[config.mk]
export PLATFORM = sky130hd
export DESIGN_NAME = baseband_frame_deheader
export DESIGN_NICKNAME = d
export VERILOG_FILES = /design/src/design/bbdh_pkg.sv /design/src/design/baseband_frame_deheader.sv /design/src/design/bbdh_front.sv /design/src/design/bbdh_queue.sv
export SDC_FILE = /design/constraint.sdc
export NUM_CORES = 1
export LEC_CHECK = 0
export BUFFER_PORTS_ARGS = -buffer_cell sky130_fd_sc_hd__buf_2
export CORE_ASPECT_RATIO = 0.75
export CORE_MARGIN = 2
export CORE_UTILIZATION = 52
export CTS_CLUSTER_SIZE = 30
export DETAILED_ROUTE_END_ITERATION = 8
export PLACE_DENSITY = 0.65
export SLEW_MARGIN = 10
export SYNTH_ARGS = -nofsm -noshare
export SYNTH_HDL_FRONTEND = slang
export SYNTH_SLANG_ARGS = --single-unit
[constraint.sdc]
create_clock -name i_clk -period 13.22 [get_ports i_clk]
set_input_delay 1.322 -clock i_clk [delete_from_list [all_inputs] [get_ports i_clk]]
set_output_delay 1.322 -clock i_clk [all_outputs]
set_load 0.005 [all_outputs]
[src/design/bbdh_pkg.sv]
// Shared types and constants for the baseband frame deheader.
package bbdh_pkg;

    localparam int unsigned HEADER_BITS = 80;
    localparam int unsigned QUEUE_DEPTH = 4;
    localparam int unsigned QUEUE_AW    = $clog2(QUEUE_DEPTH);
    localparam int unsigned QUEUE_CW    = $clog2(QUEUE_DEPTH + 1);
    localparam logic [7:0]  CRC_POLY    = 8'hD5;

    typedef enum logic [2:0] {
        ST_DATA         = 3'd0,
        ST_CRC_FAIL     = 3'd1,
        ST_DFL_LONG     = 3'd2,
        ST_DFL_ALIGN    = 3'd3,
        ST_SYNCD_BEYOND = 3'd4,
        ST_SYNCD_ALIGN  = 3'd5
    } t_status;

    typedef struct packed {
        logic [7:0] data_byte;
        t_status    status;
        logic       frame_last;
    } t_result;

endpackage

[src/design/baseband_frame_deheader.sv]
// Baseband frame deheader top level: bit parser front end, result queue back end.
// Each result is written into the result queue and is shown on the output from there.
// Throughput: one bit per cycle; the parser stalls only when the 4-entry result
// queue is full, which drops o_ready.
// Reset: i_rst_n synchronous, active low; clears sync, frame state and the queue.
module baseband_frame_deheader #(
    parameter int unsigned MAX_FRAME_BITS = 58192
) (
    input  logic        i_clk,
    input  logic        i_rst_n,
    input  logic        i_valid,
    output logic        o_ready,
    input  logic        i_data_bit,
    input  logic        i_frame_start,
    input  logic [15:0] i_frame_bits,
    output logic        o_valid,
    input  logic        i_ready,
    output logic [7:0]  o_data_byte,
    output logic [2:0]  o_status,
    output logic        o_frame_last
);
    import bbdh_pkg::*;

    logic    full, push, fire;
    t_result push_res, out_res;

    assign o_ready = !full;
    assign fire    = i_valid && !full;

    bbdh_front #(.MAX_FRAME_BITS(MAX_FRAME_BITS)) u_front (
        .i_clk         (i_clk),
        .i_rst_n       (i_rst_n),
        .i_fire        (fire),
        .i_data_bit    (i_data_bit),
        .i_frame_start (i_frame_start),
        .i_frame_bits  (i_frame_bits),
        .o_push        (push),
        .o_result      (push_res)
    );

    bbdh_queue u_queue (
        .i_clk    (i_clk),
        .i_rst_n  (i_rst_n),
        .i_push   (push),
        .i_result (push_res),
        .o_full   (full),
        .o_valid  (o_valid),
        .i_ready  (i_ready),
        .o_result (out_res)
    );

    assign o_data_byte  = out_res.data_byte;
    assign o_status     = out_res.status;
    assign o_frame_last = out_res.frame_last;

endmodule

[src/design/bbdh_front.sv]
// Front end: header CRC and checks, skip, byte packing; one result per bit at most.
module bbdh_front #(
    parameter int unsigned MAX_FRAME_BITS = 58192
) (
    input  logic             i_clk,
    input  logic             i_rst_n,
    input  logic             i_fire,
    input  logic             i_data_bit,
    input  logic             i_frame_start,
    input  logic [15:0]      i_frame_bits,
    output logic             o_push,
    output bbdh_pkg::t_result o_result
);
    import bbdh_pkg::*;

    localparam logic [15:0] HDR_LEN   = 16'(HEADER_BITS);
    localparam logic [15:0] MAX_LEN   = 16'(MAX_FRAME_BITS);

    logic [15:0] r_pos, n_pos;
    logic [15:0] r_len, n_len;
    logic [15:0] r_max_dfl, n_max_dfl;
    logic [7:0]  r_crc, n_crc;
    logic [63:0] r_shift, n_shift;
    logic [15:0] r_skip, n_skip;
    logic [15:0] r_data, n_data;
    logic [7:0]  r_asm, n_asm;
    logic [2:0]  r_nbits, n_nbits;
    logic        r_in_sync, n_in_sync;
    logic        r_dropped, n_dropped;

    logic [15:0] v_len, c_pos, c_len, c_max_dfl, c_skip, c_data, dfl, syncd;
    logic [7:0]  c_crc, c_asm, crc_next, asm_next;
    logic [63:0] c_shift, shift_next;
    logic [2:0]  c_nbits, nbits_next;
    logic        c_dropped;
    logic [16:0] skip_sum;
    t_status     st;

    always_comb begin
        v_len = i_frame_bits;
        if (i_frame_bits < HDR_LEN) v_len = HDR_LEN;
        if (i_frame_bits > MAX_LEN) v_len = MAX_LEN;

        if (i_frame_start) begin
            c_pos = '0; c_len = v_len; c_max_dfl = v_len - HDR_LEN;
            c_crc = '0; c_shift = '0; c_skip = '0; c_data = '0;
            c_asm = '0; c_nbits = '0; c_dropped = 1'b0;
        end else begin
            c_pos = r_pos; c_len = r_len; c_max_dfl = r_max_dfl;
            c_crc = r_crc; c_shift = r_shift; c_skip = r_skip; c_data = r_data;
            c_asm = r_asm; c_nbits = r_nbits; c_dropped = r_dropped;
        end

        crc_next   = {c_crc[6:0], 1'b0} ^ ((c_crc[7] ^ i_data_bit) ? CRC_POLY : 8'h00);
        shift_next = {c_shift[62:0], i_data_bit};
        dfl        = shift_next[47:32];
        syncd      = shift_next[23:8];
        skip_sum   = {1'b0, syncd} + 17'd8;
        asm_next   = {c_asm[6:0], i_data_bit};
        nbits_next = c_nbits + 3'd1;

        if (crc_next != 8'h00)            st = ST_CRC_FAIL;
        else if (dfl > c_max_dfl)         st = ST_DFL_LONG;
        else if (dfl[2:0] != 3'd0)        st = ST_DFL_ALIGN;
        else if (syncd > dfl)             st = ST_SYNCD_BEYOND;
        else if (syncd[2:0] != 3'd0)      st = ST_SYNCD_ALIGN;
        else                              st = ST_DATA;
    end

    always_comb begin
        n_pos = r_pos; n_len = r_len; n_max_dfl = r_max_dfl; n_crc = r_crc;
        n_shift = r_shift; n_skip = r_skip; n_data = r_data; n_asm = r_asm;
        n_nbits = r_nbits; n_in_sync = r_in_sync; n_dropped = r_dropped;
        o_push = 1'b0;
        o_result.data_byte  = '0;
        o_result.status     = ST_DATA;
        o_result.frame_last = 1'b0;
        if (i_fire) begin
            n_pos = c_pos; n_len = c_len; n_max_dfl = c_max_dfl; n_crc = c_crc;
            n_shift = c_shift; n_skip = c_skip; n_data = c_data; n_asm = c_asm;
            n_nbits = c_nbits; n_dropped = c_dropped;
            if (c_pos < c_len) begin
                n_pos = c_pos + 16'd1;
                if (!c_dropped) begin
                    if (c_pos < HDR_LEN) begin
                        n_crc   = crc_next;
                        n_shift = shift_next;
                        if (c_pos == HDR_LEN - 16'd1) begin
                            if (st != ST_DATA) begin
                                n_in_sync = 1'b0;
                                n_dropped = 1'b1;
                                o_push = 1'b1;
                                o_result.status     = st;
                                o_result.frame_last = 1'b1;
                            end else begin
                                n_asm   = '0;
                                n_nbits = '0;
                                if (!r_in_sync) begin
                                    n_skip = skip_sum[15:0];
                                    n_data = ({1'b0, dfl} > skip_sum) ?
                                             16'({1'b0, dfl} - skip_sum) : 16'd0;
                                    n_in_sync = 1'b1;
                                end else begin
                                    n_skip = '0;
                                    n_data = dfl;
                                end
                            end
                        end
                    end else if (c_skip != 16'd0) begin
                        n_skip = c_skip - 16'd1;
                    end else if (c_data != 16'd0) begin
                        n_data  = c_data - 16'd1;
                        n_nbits = nbits_next;
                        n_asm   = asm_next;
                        if (nbits_next == 3'd0) begin
                            n_asm = '0;
                            o_push = 1'b1;
                            o_result.data_byte  = asm_next;
                            o_result.frame_last = (c_data == 16'd1);
                        end
                    end
                end
            end
        end
    end

    always_ff @(posedge i_clk) begin
        if (!i_rst_n) begin
            r_pos <= '0; r_len <= '0; r_max_dfl <= '0; r_crc <= '0; r_shift <= '0;
            r_skip <= '0; r_data <= '0; r_asm <= '0; r_nbits <= '0;
            r_in_sync <= 1'b0; r_dropped <= 1'b0;
        end else begin
            r_pos <= n_pos; r_len <= n_len; r_max_dfl <= n_max_dfl; r_crc <= n_crc;
            r_shift <= n_shift; r_skip <= n_skip; r_data <= n_data; r_asm <= n_asm;
            r_nbits <= n_nbits; r_in_sync <= n_in_sync; r_dropped <= n_dropped;
        end
    end

endmodule

[src/design/bbdh_queue.sv]
// Result queue between the parser and the output channel.
module bbdh_queue (
    input  logic              i_clk,
    input  logic              i_rst_n,
    input  logic              i_push,
    input  bbdh_pkg::t_result i_result,
    output logic              o_full,
    output logic              o_valid,
    input  logic              i_ready,
    output bbdh_pkg::t_result o_result
);
    import bbdh_pkg::*;

    t_result               r_mem [QUEUE_DEPTH];
    logic [QUEUE_AW-1:0]   r_wr, n_wr, r_rd, n_rd;
    logic [QUEUE_CW-1:0]   r_cnt, n_cnt;
    logic                  pop;

    assign o_full   = (r_cnt == QUEUE_CW'(QUEUE_DEPTH));
    assign o_valid  = (r_cnt != '0);
    assign o_result = r_mem[r_rd];
    assign pop      = o_valid && i_ready;

    always_comb begin
        n_wr  = i_push ? r_wr + 1'b1 : r_wr;
        n_rd  = pop ? r_rd + 1'b1 : r_rd;
        n_cnt = r_cnt + QUEUE_CW'(i_push) - QUEUE_CW'(pop);
    end

    always_ff @(posedge i_clk) begin
        if (i_push) begin
            r_mem[r_wr] <= i_result;
        end
    end

    always_ff @(posedge i_clk) begin
        if (!i_rst_n) begin
            r_wr  <= '0;
            r_rd  <= '0;
            r_cnt <= '0;
        end else begin
            r_wr  <= n_wr;
            r_rd  <= n_rd;
            r_cnt <= n_cnt;
        end
    end

endmodule

# Word level (Yosys, flattened, before mapping)

Memories as Yosys holds them, arrays and structs flattened. A register that Yosys moved wholly into a read port is not among the register bits.
Index checks and enable logic that the tools add are counted.

Register bits after elaboration: 172
Output and inout port bits: 14
Memories kept: 1
Input bits: 22
Memory bits (writable): 48
Logic and storage cells: 138

Reductions and logical operators: 12
Equality and inequality tests: 3
Mux-type cells: 87
Magnitude comparators: 7
$add $sub $neg: 11
Bitwise operators: 3

Memories:

| memory        | words | bits a word | rd ports | clocked after Yosys merged registers in | write ports | RTL line         | RTL |
|---|---|---|---|---|---|---|---|
| u_queue.r_mem | 4     | 12          | 1        | 1                                       | 1           | bbdh_queue.sv:14 | `t_result r_mem [QUEUE_DEPTH];` |

Operators by type and width:

| cell                    | number |
|---|---|
| $mux W16                | 24 |
| $mux W64                | 4 |
| $mux W8                 | 18 |
| $mux W3                 | 14 |
| $mux W12                | 3 |
| $gt A16 B16 Y1          | 2 |
| $lt A16 B7 Y1 const B   | 2 |
| $reduce_bool A16 Y1     | 2 |
| $sub A16 B1 Y16 const B | 2 |
| $mux W1                 | 20 |
| $add A16 B4 Y17 const B | 1 |
| $gt A16 B17 Y1          | 1 |
| $add A16 B1 Y16 const B | 1 |
| $eq A16 B1 Y1 const B   | 1 |
| $eq A16 B7 Y1 const B   | 1 |
| $gt A16 B16 Y1 const B  | 1 |
| $lt A16 B16 Y1          | 1 |
| $sub A16 B16 Y16        | 1 |
| $sub A16 B7 Y16 const B | 1 |
| $reduce_bool A3 Y1      | 4 |
| $mux W4                 | 2 |
| $reduce_bool A8 Y1      | 1 |
| $xor A8 B8 Y8           | 1 |
| $reduce_and A5 Y1       | 1 |
| 11 further kinds        | 14 |

# Longest topological paths before layout

Depth in word-level cells: 17
Gate-level depth with buffers: 26
Depth with buffers taken out: 25

# By module

Synthesis repeated with hierarchy kept, for this count alone.

Cell total of the unflattened synthesis: 1611
Area total of the unflattened synthesis: 13131.3 um^2

By module, submodules not included:

| module                  | area each (um^2) | cells an instance | times used | sequential area each (um^2) |
|---|---|---|---|---|
| bbdh_front              | 10910.5          | 1502              | 1          | 2942.8 |
| bbdh_queue              | 2210.9           | 107               | 1          | 1621.6 |
| baseband_frame_deheader | 10.0             | 2                 | 1          | 0.0 |

# Least setup slack after synthesis

Ideal clock, no wire load.

Kind: input to register
From: input port i_frame_bits[12]
To: register u_queue.r_cnt[2]
Path buffers: 0
Stages: 24
Data required time: 13092 ps
Path slack: 7346 ps
Library setup time: 128 ps
Data arrival time: 5746 ps
Path through: or4_4 > nor4_4 > nor2_4 > nand2_1 > nor2_1 > ha_1 > a31oi_1 > nor4_1 > xnor2_1 > nor2_1 > a21oi_1 > ha_1 > a21o_1 > a21oi_1 > o41ai_1 > o31ai_1 > nand3b_1 > o21ai_1 > a21oi_2 > ha_1 > fa_1 > xnor2_1 > xnor2_1 > nor2_1

Longest elaborated chain between the ends: 17
Elaborated cells between the ends (all ways): 20
Classes of those cells: 3 x add/sub; 4 x order compare; 12 x mux; 1 x reduce/logical

Ends and longest elaborated chain:

| item                 | RTL line                      | RTL |
|---|---|---|
| from (decl)          | baseband_frame_deheader.sv:15 | `input logic [15:0] i_frame_bits,` |
| $lt A16 B7 Y1        | bbdh_front.sv:41              | `if (i_frame_bits < HDR_LEN) v_len = HDR_LEN;` |
| $mux W16             | bbdh_front.sv:41              |  |
| $mux W16 *           | bbdh_front.sv:42              | `if (i_frame_bits > MAX_LEN) v_len = MAX_LEN;` |
| $sub A16 B7 Y16      | bbdh_front.sv:45              | `c_pos = '0; c_len = v_len; c_max_dfl = v_len - HDR_LEN;` |
| $mux W16             | bbdh_front.sv:44              | `if (i_frame_start) begin` |
| $gt A16 B16 Y1       | bbdh_front.sv:63              | `else if (dfl > c_max_dfl) st = ST_DFL_LONG;` |
| $mux W3              | bbdh_front.sv:63              |  |
| $mux W3              | bbdh_front.sv:62              | `if (crc_next != 8'h00) st = ST_CRC_FAIL;` |
| (+2 left out)        | -                             |  |
| $mux W1              | bbdh_front.sv:88              | `if (c_pos == HDR_LEN - 16'd1) begin` |
| $mux W1              | bbdh_front.sv:85              | `if (c_pos < HDR_LEN) begin` |
| $mux W1              | bbdh_front.sv:84              | `if (!c_dropped) begin` |
| $mux W1 *            | bbdh_front.sv:82              | `if (c_pos < c_len) begin` |
| $mux W1 *            | bbdh_front.sv:78              | `if (i_fire) begin` |
| via push             | baseband_frame_deheader.sv:24 | `logic full, push, fire;` |
| $add A3 B1 Y3 *      | bbdh_queue.sv:27              | `n_cnt = r_cnt + QUEUE_CW'(i_push) - QUEUE_CW'(pop);` |
| $sub A3 B1 Y3 *      | bbdh_queue.sv:27              |  |
| to (signal assigned) | bbdh_queue.sv:44              | `r_cnt <= n_cnt;` |
| to (decl)            | bbdh_queue.sv:16              | `logic [QUEUE_CW-1:0] r_cnt, n_cnt;` |

Mark *: on every way through the listed nets, which the timed path passes. The rest lies on a longest branch.
A chain may end at the register's enable or synchronous reset.

# Final worst setup path

Ends and elaborated chain as after synthesis.

==> impl_metrics.py <==
metrics = {
    "sta": {
        "period_share": 0.5215,
        "tightest_slew_ps": 1217,
        "rsz0062_at_grt": "false",
        "finClkSkew_ps": 18.63,
        "setup_viol": 0,
        "relSlewSlack": 0.1851,
        "drv_slew": 0,
        "hold_viol": 0,
        "tns_ps": 0,
        "finalCriticalPeriod_ps": 6894,
        "max_clock_freq_mhz": 145.0,
    },
    "grt": {
        "gr-total-overflow": 0,
        "grt_max_degree": 83,
        "grt_usage": 0.2932,
        "grt_pass1_vias": 10400,
        "grt_first_pass_wirelength_um": 61310,
        "antenna_found_initial": 2,
    },
    "synth": {
        "ys_ff_latch": 204,
        "ys_seq_area_frac": 0.3521,
        "ys_warn_count": 0,
        "yosysMostFrequentCell": "dfxtp_1",
        "synth-edff-count": 48,
        "ys_types": 99,
        "synthCells": 1463,
        "yosys-top-cells-area": "dfxtp_1 (24%), edfxtp_1 (11%), ha_1 (7.4%)",
        "async_flop_share": 0,
        "ys.flop_type": "dfxtp_1",
        "syn_avg_cell_area_um2": 8.862,
        "netlist_area_um2": 12960,
        "netlist.area_leader.share": 0.2409,
        "synth_top_area_cell": "dfxtp_1",
        "netlist_top_cells_count": "dfxtp_1 (156), nor2_1 (140), a21oi_1 (108), nand2_1 (101), ha_1 (77)",
        "syn-num-nets": 1564,
    },
    "drt": {
        "drc_errors": 0,
        "avgViaCountPerCell": 6.401,
        "first_pass_iters": 6,
        "wire_per_inst_um": 21.48,
        "postRouteWirelength_um": 38920,
        "drtAntennaViolNets": 0,
        "drtIter0Drc": 1347,
        "vias": 11600,
    },
    "die": {
        "row_count": 50,
        "die_x_um": 186.3,
        "coreArea_um2": 24710,
        "die_y_um": 140.7,
        "io_pins": 36,
        "dieArea_um2": 26220,
        "initial_core_util": 0.5247,
    },
    "pwr": {
        "peakVddDrop_mv": 0.1004,
        "cellPowerDensity_nw_per_um2": 114.4,
        "cellLeakagePower_uw": 0.005036,
    },
    "clock_tree": {
        "worst_skew_pair.late_latency_ps": 520,
        "cts_sinks": 204,
        "cts_buffers": 22,
        "post_cts_resized": 0,
        "cts_tree": "yes",
        "cts_buffer_depth": 3,
        "clk_pin_slew_ps": 60,
        "htreeDepth": 1,
        "postCtsSetupBuffers": 0,
        "ctsHoldBuffers": 0,
        "cts-root-buf": "clkbuf_16",
    },
    "worst_setup_path": {
        "r2r-end": "u_front.r_data[11]$_SDFFE_PN0P_",
        "crit_start": "i_frame_bits[12]",
        "path_class": "input pin to flip-flop",
        "r2r_slack_ps": 7730,
        "timing.rr.start": "u_front.r_shift[10]$_SDFFE_PN0P_",
        "critPathCaptureType": "flip-flop",
        "start_kind": "input pin",
        "crit_required_ps": 13590,
        "worstRegToRegCells": 14,
        "cp_max_fo": 15,
        "cp.arrival_ps": 7260,
    },
    "cells_and_area": {
        "synthToLayoutAreaGrowth_pct": 8.155,
        "final_util": 0.5674,
        "fin_nets": 1560,
        "n_antenna_cell": 0,
        "drive_above_1_share": 0.1045,
    },
    "hold_path": {
        "min_to": "u_front.r_max_dfl[4]$_SDFFE_PN0P_",
        "hp-start": "u_front.r_max_dfl[4]$_SDFFE_PN0P_",
        "whs_path_depth": 2,
        "min_path_type": "flip-flop to flip-flop",
    },
    "status": {
        "status": "complete, no violations",
    },
    "placement": {
        "numPortBuffers": 35,
        "dpl.hpwl_um": 27750,
        "gp_congestion": 0.9425,
    },
    "run": {
        "maxCapViolCount": 0,
    },
}
==> flip-flops by register name, indices dropped and copies added (netlist names), 3 cells and up, named ones only <==
name / flops
u_queue.r_cnt: 3
u_front.r_pos: 16
u_front.r_asm: 7
u_front.r_data: 16
u_front.r_skip: 16
u_queue.r_mem: 48
u_front.r_crc: 8
u_front.r_len: 16
u_front.r_nbits: 3
u_front.r_max_dfl: 16
u_front.r_shift: 47
==> cells in the final DEF, fill, tap and decap left out, types with 18 or more instances in the layout <==
master / n
buf_2: 34
xnor2_1: 35
and2_1: 24
nor2b_1: 54
o211ai_1: 19
a22oi_1: 38
clkbuf_16: 22
a22o_1: 44
nor3_1: 38
dfxtp_1: 156
nand3_1: 43
inv_1: 47
nor4_1: 24
nor2_1: 139
buf_4: 18
nand2_1: 101
ha_1: 77
and3_1: 18
a21oi_1: 108
edfxtp_1: 48
o21ai_0: 64
==> worst max-delay path by stage <==
stage,end,slack [ps],cells after the start
floorplan,u_queue.r_cnt[2]$_SDFF_PN0_,7350,24
global route,u_queue.r_cnt[2]$_SDFF_PN0_,5900,26
global placement,u_queue.r_cnt[2]$_SDFF_PN0_,6060,25
finish,u_queue.r_cnt[2]$_SDFF_PN0_,6330,25
CTS,u_queue.r_cnt[2]$_SDFF_PN0_,6480,25
detailed placement,u_queue.r_cnt[2]$_SDFF_PN0_,5970,25
==> routing by layer <==
metal / vias to the layer above / global-route usage / routed length (um)
met3: 61 / 0.08414 / 3993
met5: - / 0 / 0
li1: 5500 / - / -
met2: 513 / 0.3973 / 15410
met1: 5524 / 0.4521 / 18710
met4: 0 / 0.06442 / 805
==> final cells by class <==
cell class | instances | area [um^2]
fill | 2305 | 10690
multi-input combinational | 1130 | 7841
sequential | 204 | 4564
clock buffer | 27 | 579.3
tap | 338 | 422.9
timing repair buffer | 52 | 305.3
inverter | 49 | 183.9
clock inverter | 12 | 125.1
==> worst max-delay path, stage by stage <==
cell and delay (ps):
buf_2 120, or4_4 570, nor4_4 370, nor2_4 110, nand2_1 130, nor2_1 90
ha_1 220, a31oi_1 360, nor4_1 140, xnor2_1 260, nor2_1 60, a21oi_1 160
ha_1 270, a21o_1 160, a21oi_1 140, o41ai_1 120, o31ai_1 410, nand3b_1 620
o21ai_1 430, a21oi_2 180, ha_1 250, fa_1 380, xnor2_1 190, xnor2_1 130
nor2_1 50
==> per-stage QoR <==
stage / worst slack (ps) / power, uW / cell area, um^2 / instances / hold WS, ps
floorplan: 7346 / 923.7 / 12960 / 1463 / 431.8
global placement: 6060 / 998.3 / 13320 / 1773 / 441.6
detailed placement: 5968 / 1001 / 13320 / 1773 / 445.2
CTS: 6476 / 1609 / 14020 / 1812 / 455.3
global route: 5896 / 1672 / 14020 / 1812 / 483.0
finish: 6326 / 1604 / 14020 / 1812 / 458.3
==> kinds of logic (layout without fill, tap and decap cells) <==
logic type / after synthesis / after routing / synth area share
multiplexers: 22 / 22 / 0.02876
flip-flops: 204 / 204 / 0.3521
AND/OR/NAND/NOR: 524 / 524 / 0.2143
AO/OA/AOI/OAI: 456 / 456 / 0.2504
XOR/XNOR: 49 / 49 / 0.03310
adder cells (fa/ha/maj): 79 / 79 / 0.07740
buffers and inverters: 129 / 140 / 0.04391
==> power by group <==
part	internal [uW]	switching [uW]
combinational	106	195
clock	352	259
sequential	661	32.3
(Power assumes the default switching activity.)
